`src/rtl/ip_range_asn_classifier_core_macros.svh`:
```
// assertion macros shared by the rtl
`ifndef IP_RANGE_ASN_CLASSIFIER_CORE_MACROS_SVH
`define IP_RANGE_ASN_CLASSIFIER_CORE_MACROS_SVH

`ifndef SYNTHESIS
`define IPAC_ASSERT(lbl, clk, rstn, prop) \
    lbl: assert property (@(posedge clk) disable iff (!rstn) prop) \
        else $error("ipac assertion failed");
`define IPAC_ASSERT_NR(lbl, clk, prop) \
    lbl: assert property (@(posedge clk) prop) \
        else $error("ipac assertion failed");
`else
`define IPAC_ASSERT(lbl, clk, rstn, prop)
`define IPAC_ASSERT_NR(lbl, clk, prop)
`endif

`endif

```
`src/rtl/ipac_pkg.sv`:
```
package ipac_pkg;

    localparam int RANGE_ENTRIES     = 64;
    localparam int BLOCK_ENTRIES     = 64;
    localparam int VPN_ENTRIES       = 64;
    localparam int DEFAULT_VPN_COUNT = 16;
    localparam int DEFAULT_VPN_AW    = 4;

    localparam int RANGE_AW = (RANGE_ENTRIES > 1) ? $clog2(RANGE_ENTRIES) : 1;
    localparam int BLOCK_AW = (BLOCK_ENTRIES > 1) ? $clog2(BLOCK_ENTRIES) : 1;
    localparam int VPN_AW   = $clog2(VPN_ENTRIES);
    localparam int RANGE_CW = $clog2(RANGE_ENTRIES + 1);
    localparam int VPN_CW   = $clog2(VPN_ENTRIES + 1);

    localparam int SCAN_MAX_RB = (RANGE_ENTRIES > BLOCK_ENTRIES) ? RANGE_ENTRIES : BLOCK_ENTRIES;
    localparam int SCAN_MAX    = (SCAN_MAX_RB > VPN_ENTRIES) ? SCAN_MAX_RB : VPN_ENTRIES;
    localparam int SET_SCAN    = (BLOCK_ENTRIES > VPN_ENTRIES) ? BLOCK_ENTRIES : VPN_ENTRIES;
    localparam int SCAN_CW     = $clog2(SCAN_MAX + 1);

    localparam int QUEUE_DEPTH = 2;
    localparam int QUEUE_AW    = (QUEUE_DEPTH > 1) ? $clog2(QUEUE_DEPTH) : 1;
    localparam int QUEUE_CW    = $clog2(QUEUE_DEPTH + 1);

    localparam logic [31:0] DEFAULT_VPN [DEFAULT_VPN_COUNT] = '{
        32'd57043,  32'd57652,  32'd212584, 32'd209921,
        32'd213234, 32'd35995,  32'd204118, 32'd44402,
        32'd49544,  32'd33303,  32'd57314,  32'd206843,
        32'd62092,  32'd57589,  32'd34549,  32'd36149
    };

    typedef enum logic [2:0] {
        OP_LOOKUP    = 3'd0,
        OP_ADD_RANGE = 3'd1,
        OP_BLOCK     = 3'd2,
        OP_UNBLOCK   = 3'd3,
        OP_ADD_VPN   = 3'd4
    } t_op;

    typedef enum logic [2:0] {
        CMD_NOP,
        CMD_LOOKUP,
        CMD_ADD_RANGE,
        CMD_BLOCK,
        CMD_UNBLOCK,
        CMD_ADD_VPN
    } t_kind;

    typedef enum logic [1:0] {
        ST_OK         = 2'd0,
        ST_RANGE_FULL = 2'd1,
        ST_SET_FULL   = 2'd2
    } t_status;

    typedef enum logic [1:0] {
        ENG_IDLE,
        ENG_RANGE,
        ENG_SETS,
        ENG_FINISH
    } t_eng_state;

    typedef struct packed {
        t_kind       kind;
        logic [31:0] ip;
        logic [31:0] first;
        logic [31:0] last;
        logic [31:0] asn;
    } t_cmd;

    typedef struct packed {
        logic valid;
        t_cmd cmd;
    } t_q_head;

endpackage

```
`src/rtl/ipac_queue.sv`:
```
`include "ip_range_asn_classifier_core_macros.svh"

module ipac_queue
    import ipac_pkg::*;
(
    input  logic    i_clk,
    input  logic    i_rst_n,
    input  logic    i_push,
    input  t_cmd    i_cmd,
    output logic    o_full,
    input  logic    i_pop,
    output t_q_head o_head
);

    t_cmd                r_mem [QUEUE_DEPTH];
    logic [QUEUE_AW-1:0] r_wr_ptr;
    logic [QUEUE_AW-1:0] r_rd_ptr;
    logic [QUEUE_CW-1:0] r_count;
    logic [QUEUE_AW-1:0] n_wr_ptr;
    logic [QUEUE_AW-1:0] n_rd_ptr;
    logic [QUEUE_CW-1:0] n_count;

    assign o_full       = (r_count == QUEUE_CW'(QUEUE_DEPTH));
    assign o_head.valid = (r_count != '0);
    assign o_head.cmd   = r_mem[r_rd_ptr];

    always_comb begin
        n_wr_ptr = r_wr_ptr;
        n_rd_ptr = r_rd_ptr;
        n_count  = r_count;
        if (i_push) begin
            n_wr_ptr = (r_wr_ptr == QUEUE_AW'(QUEUE_DEPTH - 1)) ? '0 : r_wr_ptr + 1'b1;
        end
        if (i_pop) begin
            n_rd_ptr = (r_rd_ptr == QUEUE_AW'(QUEUE_DEPTH - 1)) ? '0 : r_rd_ptr + 1'b1;
        end
        if (i_push && !i_pop) begin
            n_count = r_count + 1'b1;
        end else if (!i_push && i_pop) begin
            n_count = r_count - 1'b1;
        end
    end

    always_ff @(posedge i_clk) begin
        if (!i_rst_n) begin
            r_wr_ptr <= '0;
            r_rd_ptr <= '0;
            r_count  <= '0;
        end else begin
            r_wr_ptr <= n_wr_ptr;
            r_rd_ptr <= n_rd_ptr;
            r_count  <= n_count;
        end
    end

    always_ff @(posedge i_clk) begin
        if (i_push) begin
            r_mem[r_wr_ptr] <= i_cmd;
        end
    end

    `IPAC_ASSERT(a_no_push_when_full, i_clk, i_rst_n, o_full |-> !i_push)
    `IPAC_ASSERT(a_no_pop_when_empty, i_clk, i_rst_n, i_pop |-> (r_count != '0))

endmodule

```
`config.mk`:
```
export PLATFORM = sky130hd
export DESIGN_NAME = ipac_queue
export DESIGN_NICKNAME = d
export VERILOG_FILES = /design/src/rtl/ipac_pkg.sv /design/src/rtl/ipac_queue.sv
export VERILOG_INCLUDE_DIRS = /design/src /design/src/rtl
export SDC_FILE = /design/constraint.sdc
export NUM_CORES = 1
export LEC_CHECK = 0
export BUFFER_PORTS_ARGS = -buffer_cell sky130_fd_sc_hd__clkbuf_2
export CAP_MARGIN = 20
export CORE_MARGIN = 5
export CORE_UTILIZATION = 56
export CTS_CLUSTER_SIZE = 16
export DETAILED_ROUTE_END_ITERATION = 16
export PLACE_DENSITY_LB_ADDON = 0.2
export SLEW_MARGIN = 20
export SYNTH_ARGS = -nofsm -noshare
export SYNTH_HDL_FRONTEND = slang
export SYNTH_SLANG_ARGS = --single-unit
```
`constraint.sdc`:
```
create_clock -name i_clk -period 24.6 [get_ports i_clk]
set_input_delay 7.38 -clock i_clk [delete_from_list [all_inputs] [get_ports i_clk]]
set_output_delay 7.38 -clock i_clk [all_outputs]
set_load 0.02 [all_outputs]
```
Yosys cells after proc, flatten, opt, wreduce, memory -nomap -nowiden
Memory sizes are Yosys's and may differ from the RTL's. A register that Yosys moved wholly into a read port is not among the register bits.
Cells that the tools add are included.
{"block": "op_classes", "eq_ne": 1, "muxes": 8, "n_reduce_logical": 6, "addsub": 4}
{"operator": "1-bit 2-to-1 mux", "count": 6}
{"operator": "2-bit 2-to-1 mux", "count": 2}
{"operator": "2-bit nonzero test", "count": 2}
{"operator": "1-bit adder, second input constant", "count": 2}
{"operator": "2-bit by 1-bit adder with 2-bit output, second input constant", "count": 1}
{"operator": "2-bit equality test, second input constant", "count": 1}
{"operator": "1-bit logical AND", "count": 2}
{"operator": "1-bit zero test", "count": 2}
{"operator": "2-bit by 1-bit subtractor with 2-bit output, second input constant", "count": 1}
{"block": "word_totals", "inputBits": 135, "n_memories": 1, "output_inout_bits": 133, "ff_bits": 4, "ramBits": 262}
{"name": "r_mem", "depth": 2, "width": 131, "rd": 1, "rd_clocked_by_memory_dff": 1, "write_ports": 1, "line": "ipac_queue.sv:15", "source": "t_cmd r_mem [QUEUE_DEPTH];"}

Longest topological paths before layout
Gate-level depths: netlist (run 1).
{"block": "logic_depth", "ltp_word": 4, "ltp_mapped": 5, "mapped_depth_nobuf": 5}

Least setup slack after synthesis (run 1)
Ideal clock, no wire load.
{"block": "synth_path", "path_kind": "input to register", "start": "in i_push", "end": "mem r_mem[0][0] (netlist bit), enable pin", "arrival_time_ps": 13087, "slack_ps": 10874, "t_required_ps": 23961, "n_path_buf": 0, "stages": 1, "cell_sequence": "nor2b_1"}
{"block": "synth_between", "elab_chain_cells": 2}
{"element": "start, declared", "line": "ipac_queue.sv:8", "source": "input logic i_push,"}
{"element": "1-bit 2-to-1 mux", "line": "ipac_queue.sv:57", "source": "if (i_push) begin"}
{"element": "1-bit 2-to-1 mux (implied by the code)", "line": "ipac_queue.sv:58", "source": "r_mem[r_wr_ptr] <= i_cmd;"}
{"element": "end, declared", "line": "ipac_queue.sv:15"}
Every way passes these cells.

==> results of run 1 <==
[per-stage QoR]
step / utilization, % / power, mW / std cells / worst slack, ns / hold WS [ns]
final: 69.3 / 1.02 / 964 / 14.67 / 0.551
after floorplan: - / 0.633 / 430 / 10.87 / 0.468
after global placement: 64.9 / 0.670 / 916 / 14.57 / 0.479
after global routing: 69.3 / 1.06 / 963 / 14.54 / 0.615
after detailed placement: 64.9 / 0.674 / 916 / 14.50 / 0.543
after CTS: 69.2 / 1.03 / 962 / 14.60 / 0.552
[cells in the final DEF, fill, tap and decap left out]
cell and n:
sky130_fd_sc_hd__dfxtp_4 1, sky130_fd_sc_hd__nor2b_4 1, sky130_fd_sc_hd__dfxtp_1 4, sky130_fd_sc_hd__edfxtp_1 262
sky130_fd_sc_hd__clkbuf_2 267, sky130_fd_sc_hd__mux2_4 90, sky130_fd_sc_hd__buf_4 5, sky130_fd_sc_hd__clkinvlp_4 1
sky130_fd_sc_hd__xnor2_1 1, sky130_fd_sc_hd__nor2b_1 2, sky130_fd_sc_hd__and2_1 3, sky130_fd_sc_hd__o21ai_0 1
sky130_fd_sc_hd__inv_1 1, sky130_fd_sc_hd__xor2_1 2, sky130_fd_sc_hd__buf_16 1, sky130_fd_sc_hd__o21a_1 1
sky130_fd_sc_hd__diode_2 1, sky130_fd_sc_hd__or2_2 1, sky130_fd_sc_hd__ha_1 1, sky130_fd_sc_hd__clkbuf_16 27
sky130_fd_sc_hd__or3_1 1, sky130_fd_sc_hd__inv_6 2, sky130_fd_sc_hd__mux2_2 41, sky130_fd_sc_hd__a21boi_0 1
sky130_fd_sc_hd__clkinv_2 6, sky130_fd_sc_hd__clkbuf_1 2, sky130_fd_sc_hd__and2_4 1, sky130_fd_sc_hd__clkinv_1 8
[state kept, by name, summed over array words and instances (netlist names), named ones only]
register,count
r_count,2
r_wr_ptr,1
r_mem,262
r_rd_ptr,1
[area by class of cell]
| type | count | area, um2 |
|---|---|---|
| antenna | 1 | 2.50 |
| tap | 229 | 287 |
| timing repair buffer | 273 | 1400 |
| clock inverter | 17 | 85.1 |
| fill | 1193 | 5470 |
| multi-input combinational | 147 | 1940 |
| inverter | 1 | 3.75 |
| clock buffer | 29 | 683 |
| sequential | 267 | 7970 |
[path summary, 6_finish.rpt]
kind | cells after the start | slack (ns) | startpoint | to
worst max-delay path | 3 | 14.67 | register | o_head[9]
worst min-delay path | 2 | 0.55 | r_count[1] | r_count[1]
worst max register to register | 3 | 21.78 | r_wr_ptr | r_mem[0][44]
worst min register to register | 2 | 0.55 | r_count[1] | r_count[1]
[worst max-delay path: cells and delay by family (launching register included)]
family,cells,cell delay [ns]
buf+inv,2,0.99
mux,1,0.42
flops,1,0.60
[power by group]
group / switching, mW / total, mW / internal [mW]
clock: 0.154 / 0.353 / 0.199
combinational: 0.0722 / 0.129 / 0.0567
sequential: 0.00768 / 0.534 / 0.526
total: 0.234 / 1.02 / 0.782
[layer usage]
metal | global-route usage, % | vias up | share of wire (%)
met5 | 0 | - | 0
met4 | 5.20 | 0 | 1.9
met3 | 4.69 | 22 | 9.0
met2 | 29.4 | 178 | 52
met1 | 20.5 | 2401 | 37
li1 | - | 2281 | -
[cells by family (layout without fill, tap and decap cells)]
logic type | after synthesis | after routing | synth area share [%]
multiplexers | 131 | 131 | 18.0
buffers and inverters | 16 | 320 | 1.51
AO/OA/AOI/OAI | 3 | 3 | 0.199
other | 0 | 1 | 0
flip-flops | 267 | 267 | 79.3
adder cells (fa/ha/maj) | 1 | 1 | 0.125
XOR/XNOR | 3 | 3 | 0.262
AND/OR/NAND/NOR | 9 | 9 | 0.560
==> results by group, run 1 <==
Placed design
  – Gp weighted congestion: 0.715
  – Port Buffers: 267
  – Total half-perimeter wirelength after legalization and detailed placement: 12500 um
  – Area post-placement: 0.0116 mm2

Clock network
  – Clock tree root driver cell: sky130_fd_sc_hd__clkbuf_16
  – Bufs on Longest Clock Path: 3
  – Number of hold buffers added after CTS: 0
  – Source-to-sink clock delay at the later pin of the worst-skew pair: 0.51 ns
  – Post-CTS Setup Repair Bufs: 0
  – Deepest level of the CTS H-tree: 1
  – Number of buffers inserted during clock tree synthesis: 26
  – CTS tree: yes
  – CTS-repair resized insts: 0
  – Clock sinks: 267
  – Worst-path clk slew: 0.06 ns

Floorplanning
  – Initial core utilization: 56.3%
  – Chip height: between 100 and 150 um
  – Area of the core region: 0.0178 mm2
  – Boundary Pins: 268
  – Die ar.: 0.0207 mm2
  – Number of placement rows: 49
  – Width of the die: 144 um

Setup path
  – Type of destination of the critical path: output pin
  – Setup crit start kind: register
  – Longest individual stage delay on the worst path: 0.83 ns
  – Max stage delay cell, worst path: sky130_fd_sc_hd__buf_4
  – Category of the critical setup timing path: register to output pin
  – Cell Chain, Critical Path: buf_4 > mux2_2 > clkbuf_2
  – Maximum fanout along the worst path: 55
  – Req. time, crit path: about 17 ns
  – Data arrival at the endpoint of the critical path: 2.55 ns

Outcome
  – Run status: completed

Timing
  – Share of the cycle needed by the critical path after routing: 40.3%
  – RSZ-0062 raised after global routing: no
  – Setup TNS Final: 0 ns
  – F_max: 101 MHz
  – Setup clock skew after layout: 0.0103 ns
  – Worst slew slack as a fraction of its limit: 34.0%
  – Worst Tran Pin Value: between 0.9 and 1 ns
  – Min cycle time layout: 9.93 ns
  – Total setup violations reported at the end of the flow: 0
  – Number of max-slew violations in the final report: 0
  – Final hold violation count: 0

Cells and area
  – Post-layout instance area: 0.0124 mm2
  – Share of cells above drive strength 1: approximately three fifths
  – Layout Area Growth over Synthesis: 23.1%
  – Final layout net count: 852

Detailed routing
  – Remaining routing DRC violations: 0
  – Starting DRT DRC Count: slightly below 200
  – Post-DR wirelength/cell: about 19 um
  – Final wirelength: 18300 um
  – Number of vias per cell after detailed routing: roughly 5.1
  – Detailed-routing iteration count for the pre-antenna-repair pass: 4
  – Routed via count: 4882
  – ANT nets after route: 0

Pwr
  – PwrDens: 82.1 mW/mm2
  – Static Leakage: 4.92 nW
  – Maximum VDD drop: 0.0660 mV

Logic synthesis
  – Synthesized cell area: 0.0100 mm2
  – Largest area contributor in the netlist: sky130_fd_sc_hd__edfxtp_1
  – Post-Synthesis Cells: 430
  – Fraction of synthesis flops using an asynchronous set or reset pin: 0%
  – Sequential share of the synthesized area: 79.3%
  – Cell with the most instances after synthesis: sky130_fd_sc_hd__edfxtp_1
  – Seq cells post-synth: about 270
  – Average instance area after synthesis: 23.4 um2
  – Ys Warns: 0
  – Nets in the synthesized netlist: 566
  – Number of enable flip-flop cells after synthesis: 262
  – Post-synth cell types: 18
  – Ranking of synthesized cells by area: sky130_fd_sc_hd__edfxtp_1 78%, sky130_fd_sc_hd__mux2_4 13%, sky130_fd_sc_hd__mux2_2 4.6%
  – Top_reg_cell synth: sky130_fd_sc_hd__edfxtp_1
  – Most numerous cell types in the synthesized netlist: 262 x sky130_fd_sc_hd__edfxtp_1, 90 x sky130_fd_sc_hd__mux2_4, 41 x sky130_fd_sc_hd__mux2_2
  – Share of the synthesized area in the top cell type: 78.3%

Global routing
  – Vias in the first global route: 5228
  – Number of antenna violations at the first check in global routing: 0
  – GRT Total Usage: between 15 and 20%
  – Maximum number of pins on one net before global-route repair: 81
  – Global-route wire length before repair: 26800 um
  – GRT Residual Overflow: 0

Worst hold path
  – Hold Crit Class: register to register

Job
  – Max-cap check violation count: 0
Note: power is estimated with default switching activity, not from simulation.
==> run 2, diff against run 1 <==
--- a/config.mk
+++ b/config.mk
@@ -6,10 +6,11 @@
 export SDC_FILE = /design/constraint.sdc
 export NUM_CORES = 1
 export LEC_CHECK = 0
+export ABC_AREA = 1
 export BUFFER_PORTS_ARGS = -buffer_cell sky130_fd_sc_hd__clkbuf_2
 export CAP_MARGIN = 20
 export CORE_MARGIN = 5
-export CORE_UTILIZATION = 56
+export CORE_UTILIZATION = 52
 export CTS_CLUSTER_SIZE = 16
 export DETAILED_ROUTE_END_ITERATION = 16
 export PLACE_DENSITY_LB_ADDON = 0.2
==> constraint.sdc (replaced) <==
create_clock -name i_clk -period 10.2 [get_ports i_clk]
set_input_delay 3.06 -clock i_clk [delete_from_list [all_inputs] [get_ports i_clk]]
set_output_delay 3.06 -clock i_clk [all_outputs]
set_load 0.02 [all_outputs]
==> results by group, run 2 <==
Outcome
  – Run status: completed

Logic synthesis
  – Largest area contributor in the netlist: sky130_fd_sc_hd__edfxtp_1
  – Nets in the synthesized netlist: approximately 580
  – Sequential share of the synthesized area: 79.2%
  – Post-Synthesis Cells: ~440
  – Fraction of synthesis flops using an asynchronous set or reset pin: 0%
  – Cell with the most instances after synthesis: sky130_fd_sc_hd__edfxtp_1
  – Number of enable flip-flop cells after synthesis: about 260
  – Seq cells post-synth: roughly 270
  – Share of the synthesized area in the top cell type: a little under 80%
  – Post-synth cell types: 15
  – Synthesized cell area: a little over 0.01 mm2
  – Ys Warns: 0
  – Ranking of synthesized cells by area: sky130_fd_sc_hd__edfxtp_1 78%, sky130_fd_sc_hd__mux2_4 13%, sky130_fd_sc_hd__mux2_2 4.6%
  – Most numerous cell types in the synthesized netlist: 262 x sky130_fd_sc_hd__edfxtp_1, 90 x sky130_fd_sc_hd__mux2_4, 41 x sky130_fd_sc_hd__mux2_2
  – Average instance area after synthesis: ~23 um2
  – Top_reg_cell synth: sky130_fd_sc_hd__edfxtp_1

Placed design
  – Gp weighted congestion: 0.768
  – Cell Count Post-Placement: 960
  – Port Buffers: 267
  – Total half-perimeter wirelength after legalization and detailed placement: 13100 um

Timing
  – Total setup violations reported at the end of the flow: 0
  – F_max: between 150 and 200 MHz
  – Final hold violation count: 0
  – Share of the cycle needed by the critical path after routing: a little under three fifths
  – Setup TNS Final: 0 ns
  – Setup clock skew after layout: 0.00608 ns
  – Number of max-slew violations in the final report: 0
  – Worst Tran Pin Value: 0.961 ns
  – Worst slew slack as a fraction of its limit: 35.9%
  – RSZ-0062 raised after global routing: no
  – Min cycle time layout: 5.62 ns

Detailed routing
  – Detailed-routing iteration count for the pre-antenna-repair pass: 4
  – Number of vias per cell after detailed routing: 4.95
  – Post-DR wirelength/cell: 19.0 um
  – Final wirelength: 19200 um
  – ANT nets after route: 0
  – Starting DRT DRC Count: around 210
  – Routed via count: 4990
  – Remaining routing DRC violations: 0

Setup path
  – Req. time, crit path: 7.14 ns
  – Maximum fanout along the worst path: between 50 and 60
  – Category of the critical setup timing path: register to output pin
  – Data arrival at the endpoint of the critical path: between 2 and 3 ns
  – Setup crit start kind: register
  – Worst reg2reg path startpoint: r_wr_ptr
  – Type of destination of the critical path: output pin

Clock network
  – CTS-repair resized insts: 0
  – Worst-path clk slew: 0.06 ns
  – Number of buffers inserted during clock tree synthesis: 27
  – Clock sinks: 267
  – Deepest level of the CTS H-tree: 1
  – Bufs on Longest Clock Path: 3
  – CTS tree: yes
  – Clock tree root driver cell: sky130_fd_sc_hd__clkbuf_16
  – Post-CTS Setup Repair Bufs: 0
  – Number of hold buffers added after CTS: 0
  – Source-to-sink clock delay at the later pin of the worst-skew pair: 0.51 ns

Floorplanning
  – Die ar.: 0.0222 mm2
  – Width of the die: 149 um
  – Number of placement rows: 50
  – Boundary Pins: 268
  – Initial core utilization: a little over half
  – Area of the core region: around 0.019 mm2
  – Chip height: between 100 and 150 um

Pwr
  – Maximum VDD drop: 0.139 mV
  – PwrDens: 200 mW/mm2
  – Static Leakage: 4.97 nW

Global routing
  – Layer with the highest usage after global routing: met2
  – Global-route wire length before repair: 29200 um
  – Met3 Use GR: 4.80%
  – Number of antenna violations at the first check in global routing: 0
  – Met1 track demand over resource in global routing: roughly 22%
  – Maximum number of pins on one net before global-route repair: ~70
  – GRT Residual Overflow: 0
  – GRT Total Usage: about 17%
  – Vias in the first global route: 5337
  – GR Util met2: 27.6%

Cells and area
  – Final layout net count: 865
  – Number of flip-flops in the largest register: 262
  – Share of cells above drive strength 1: 58.8%
  – Antenna Diode Count: 0
  – Number of standard cells in the layout, taps in and fillers out: between 1000 and 1500
  – Layout Area Growth over Synthesis: 24.0%
  – Reg with most FFs: r_mem
  – Most frequent cells in the layout: 267 x sky130_fd_sc_hd__clkbuf_2, 262 x sky130_fd_sc_hd__edfxtp_1, 90 x sky130_fd_sc_hd__mux2_4
  – Biggest registers after layout: r_mem (262), r_count (2)
  – Most common cell after layout, fill and taps aside: sky130_fd_sc_hd__clkbuf_2

Worst hold path
  – Startpoint of the worst hold path: r_rd_ptr
  – Hold Crit Class: register to register

Job
  – Max-cap check violation count: 0
[run 2: final timing paths]
path | endpoint | slack, ns | depth (start not counted)
max | o_head[110] | 4.58 | 3
min | register | 0.54 | 2
max reg2reg | r_mem[1][118] | 7.87 | 3
min reg2reg | register | 0.54 | 2
[run 2: report_power, final]
group | switching (mW) | internal (mW)
logic | 0.157 | 0.118
registers | 0.0185 | 1.27
clock network | 0.370 | 0.560
total | 0.546 | 1.95
[run 2: cell families (layout without fill, tap and decap cells)]
group / count (synthesis) / count (layout) / synth area share [%]
flip-flops: 267 / 267 / 79.2
multiplexers: 131 / 131 / 18.0
buffers and inverters: 23 / 328 / 1.77
adder cells (fa/ha/maj): 1 / 1 / 0.124
AND/OR/NAND/NOR: 19 / 19 / 0.747
AO/OA/AOI/OAI: 2 / 2 / 0.0994
[run 2: per-stage QoR]
stage / instance area [um2] / worst slack [ns] / hold slack (ns) / total power, mW / utilization (%)
after detailed placement: 11600 / 5.04 / 0.517 / 1.59 / 61.5
final: 12500 / 4.58 / 0.536 / 2.50 / 66.0
after CTS: 12500 / 4.51 / 0.542 / 2.53 / 66.0
after global routing: 12500 / 4.42 / 0.562 / 2.59 / 66.0
after floorplan: 10100 / 0.995 / 0.463 / 1.50 / -
after global placement: 11600 / 5.10 / 0.477 / 1.58 / 61.5
[run 2: cell type report]
type,count,area (um2)
Sequential cell,267,7970
Fill cell,1333,6430
Multi-Input combinational cell,153,1920
Timing Repair Buffer,272,1370
Clock buffer,35,706
Tap cell,260,325
Clock inverter,13,135
Inverter,8,35.0
[run 2: critical path, cell delays in order, from the launching register on]
cell,delay (ns)
sky130_fd_sc_hd__dfxtp_4,0.65
sky130_fd_sc_hd__buf_4,0.75
sky130_fd_sc_hd__mux2_2,0.42
sky130_fd_sc_hd__clkbuf_2,0.16
[run 2: metal layers]
metal  up-vias  share of wire (%)
li1       2312                  -
met1      2443                 40
met2       209                 49
met3        26                9.1
met4         0                2.1
met5         -                  0
==> run 3, diff against run 2 <==
--- a/config.mk
+++ b/config.mk
@@ -6,7 +6,7 @@
 export SDC_FILE = /design/constraint.sdc
 export NUM_CORES = 1
 export LEC_CHECK = 0
-export ABC_AREA = 1
+export ABC_AREA = 0
 export BUFFER_PORTS_ARGS = -buffer_cell sky130_fd_sc_hd__clkbuf_2
 export CAP_MARGIN = 20
 export CORE_MARGIN = 5
==> constraint.sdc (replaced) <==
create_clock -name i_clk -period 5.27 [get_ports i_clk]
set_input_delay 1.581 -clock i_clk [delete_from_list [all_inputs] [get_ports i_clk]]
set_output_delay 1.581 -clock i_clk [all_outputs]
set_load 0.02 [all_outputs]
==> results by group, run 3 (synthesis results as in run 1) <==
Cells and area
  – Most frequent cells in the layout: 267 x sky130_fd_sc_hd__clkbuf_2, 262 x sky130_fd_sc_hd__edfxtp_1, 90 x sky130_fd_sc_hd__mux2_4
  – Number of standard cells in the layout, taps in and fillers out: 996
  – Total area of multi-input combinational cells: 0.00194 mm2
  – Post-layout instance area: 0.0124 mm2
  – Biggest registers after layout: r_mem (262), r_count (2)
  – Layout Area Growth over Synthesis: 23.6%
  – Number of flip-flops in the largest register: 262
  – Reg with most FFs: r_mem
  – Final layout net count: 855
  – FILL cells: between 1000 and 1500
  – Flip-flop and latch area: 0.00797 mm2
  – Share of cells above drive strength 1: between 50% and 60%
  – Most common cell after layout, fill and taps aside: sky130_fd_sc_hd__clkbuf_2
  – Antenna Diode Count: 0

Floorplanning
  – Die ar.: 0.0222 mm2
  – Boundary Pins: 268
  – Number of placement rows: 50
  – Chip height: 149 um
  – Area of the core region: about 0.019 mm2
  – Initial core utilization: 53.2%
  – Width of the die: 149 um

Detailed routing
  – Remaining routing DRC violations: 0
  – Starting DRT DRC Count: 215
  – Final wirelength: 19300 um
  – Met3 wire length: around 1900 um
  – ANT nets after route: 0
  – Met2 wire length: 9620 um
  – Routed via count: 4960
  – Post-DR wirelength/cell: 19.4 um
  – Routed length on met1: 7490 um
  – Number of vias per cell after detailed routing: ~5
  – Max Used Layer: met4
  – Detailed-routing iteration count for the pre-antenna-repair pass: 4

Setup path
  – Worst reg2reg path startpoint: r_wr_ptr
  – Req. time, crit path: 3.69 ns
  – Worst Reg2Reg Path Length in Cells: 2
  – Longest individual stage delay on the worst path: 0.83 ns
  – Data arrival at the endpoint of the critical path: 2.31 ns
  – Crit path buffers/inverters: 2
  – Category of the critical setup timing path: register to output pin
  – Cell Chain, Critical Path: buf_4 > mux2_4 > clkbuf_2
  – Worst path top cell family by delay: flip-flops
  – Maximum fanout along the worst path: 41
  – Type of destination of the critical path: output pin
  – Max stage delay cell, worst path: sky130_fd_sc_hd__dfxtp_4
  – Setup crit start kind: register
  – RR Endpoint: r_mem[1][128]
  – Flop2flop setup slack: 3.25 ns

Timing
  – Hold slack final: 0.532 ns
  – F_max: roughly 260 MHz
  – Final hold violation count: 0
  – RSZ-0062 raised after global routing: no
  – Setup clock skew after layout: 0.0127 ns
  – Min cycle time layout: 3.89 ns
  – Total setup violations reported at the end of the flow: 0
  – Number of max-slew violations in the final report: 0
  – Worst slew slack as a fraction of its limit: 35.5%
  – Worst Tran Pin Value: 0.968 ns
  – Setup TNS Final: 0 ns
  – Share of the cycle needed by the critical path after routing: around three quarters

Global routing
  – Maximum number of pins on one net before global-route repair: 112
  – Vias in the first global route: 5413
  – GRT Total Usage: 16.7%
  – Global-route wire length before repair: a little under 30000 um
  – GRT Residual Overflow: 0
  – Number of antenna violations at the first check in global routing: 0

Clock network
  – Number of buffers inserted during clock tree synthesis: 27
  – Worst-path clk slew: 0.06 ns
  – Number of hold buffers added after CTS: 0
  – CTS tree: yes
  – Post-CTS Setup Repair Bufs: 0
  – Clock tree root driver cell: sky130_fd_sc_hd__clkbuf_16
  – Source-to-sink clock delay at the later pin of the worst-skew pair: 0.51 ns
  – Bufs on Longest Clock Path: 3
  – Deepest level of the CTS H-tree: 1
  – Clock sinks: 267
  – CTS-repair resized insts: 0

Pwr
  – Maximum VDD drop: 0.292 mV
  – PwrDens: 382 mW/mm2
  – Total power: roughly 4.7 mW
  – Static Leakage: around 5 nW

Placed design
  – Gp weighted congestion: 0.780
  – Port Buffers: ~270
  – Cell Count Post-Placement: 950
  – Area post-placement: 0.0117 mm2
  – Total half-perimeter wirelength after legalization and detailed placement: 13500 um

Worst hold path
  – Hold Crit Class: register to register
  – Startpoint of the worst hold path: r_count[1]
  – Hold Crit Depth: 2
  – WHS Endpoint: r_count[1]

Job
  – Max-cap check violation count: 0

Outcome
  – Run status: completed
run 3: changes by cell type in the layout (fill, tap and decap cells not counted), moves of 3 or more:
| cell | before | now |
|---|---|---|
| sky130_fd_sc_hd__and2_1 | 0 | 3 |
| sky130_fd_sc_hd__bufinv_16 | 3 | 0 |
| sky130_fd_sc_hd__clkbuf_1 | 8 | 11 |
| sky130_fd_sc_hd__inv_1 | 7 | 1 |
| sky130_fd_sc_hd__nand2_1 | 9 | 0 |
| sky130_fd_sc_hd__nor2_1 | 7 | 0 |
run 3: cell type report:
cell class,instances,area share (%)
Clock buffer,38,5.78
Clock inverter,8,0.302
Inverter,1,0.0302
Multi-Input combinational cell,147,15.6
Sequential cell,267,64.2
Tap cell,260,2.62
Timing Repair Buffer,275,11.4
run 3: per-stage QoR:
stage / util [%] / setup slack [ns]
floorplan: - / 0.199
global placement: 61.7 / 1.90
detailed placement: 61.7 / 1.87
CTS: 65.7 / 1.33
global route: 65.7 / 1.25
finish: 65.7 / 1.38
run 3: worst max path at each step:
stage                  start           end  slack [ns]  cells past startpoint
global route        register    o_head[49]        1.25                      3
detailed placement    i_push  r_mem[1][39]        1.87                      3
global placement    register    o_head[50]        1.90                      3
CTS                 register    o_head[49]        1.33                      3
floorplan             i_push   r_mem[1][0]        0.20                      1
finish              register    o_head[56]        1.38                      3
run 3: where the power goes:
part / total [mW] / leakage, nW / switching, mW / internal, mW
clock network: 1.64 / 0.364 / 0.706 / 0.938
registers: 2.50 / 2.50 / 0.0446 / 2.46
logic: 0.599 / 2.05 / 0.334 / 0.266
total: 4.74 / 4.91 / 1.08 / 3.66
run 3: per-layer routing:
metal	vias up	global-route usage [%]
met5	-	0
met4	0	4.12
met3	29	5.38
met2	212	28.1
met1	2425	21.3
li1	2294	-
run 3: worst reg2reg max path, stage by stage, from the launching register on:
cell                      delay, ns
sky130_fd_sc_hd__dfxtp_1       0.39
sky130_fd_sc_hd__and2_4        0.80
sky130_fd_sc_hd__buf_4         0.49
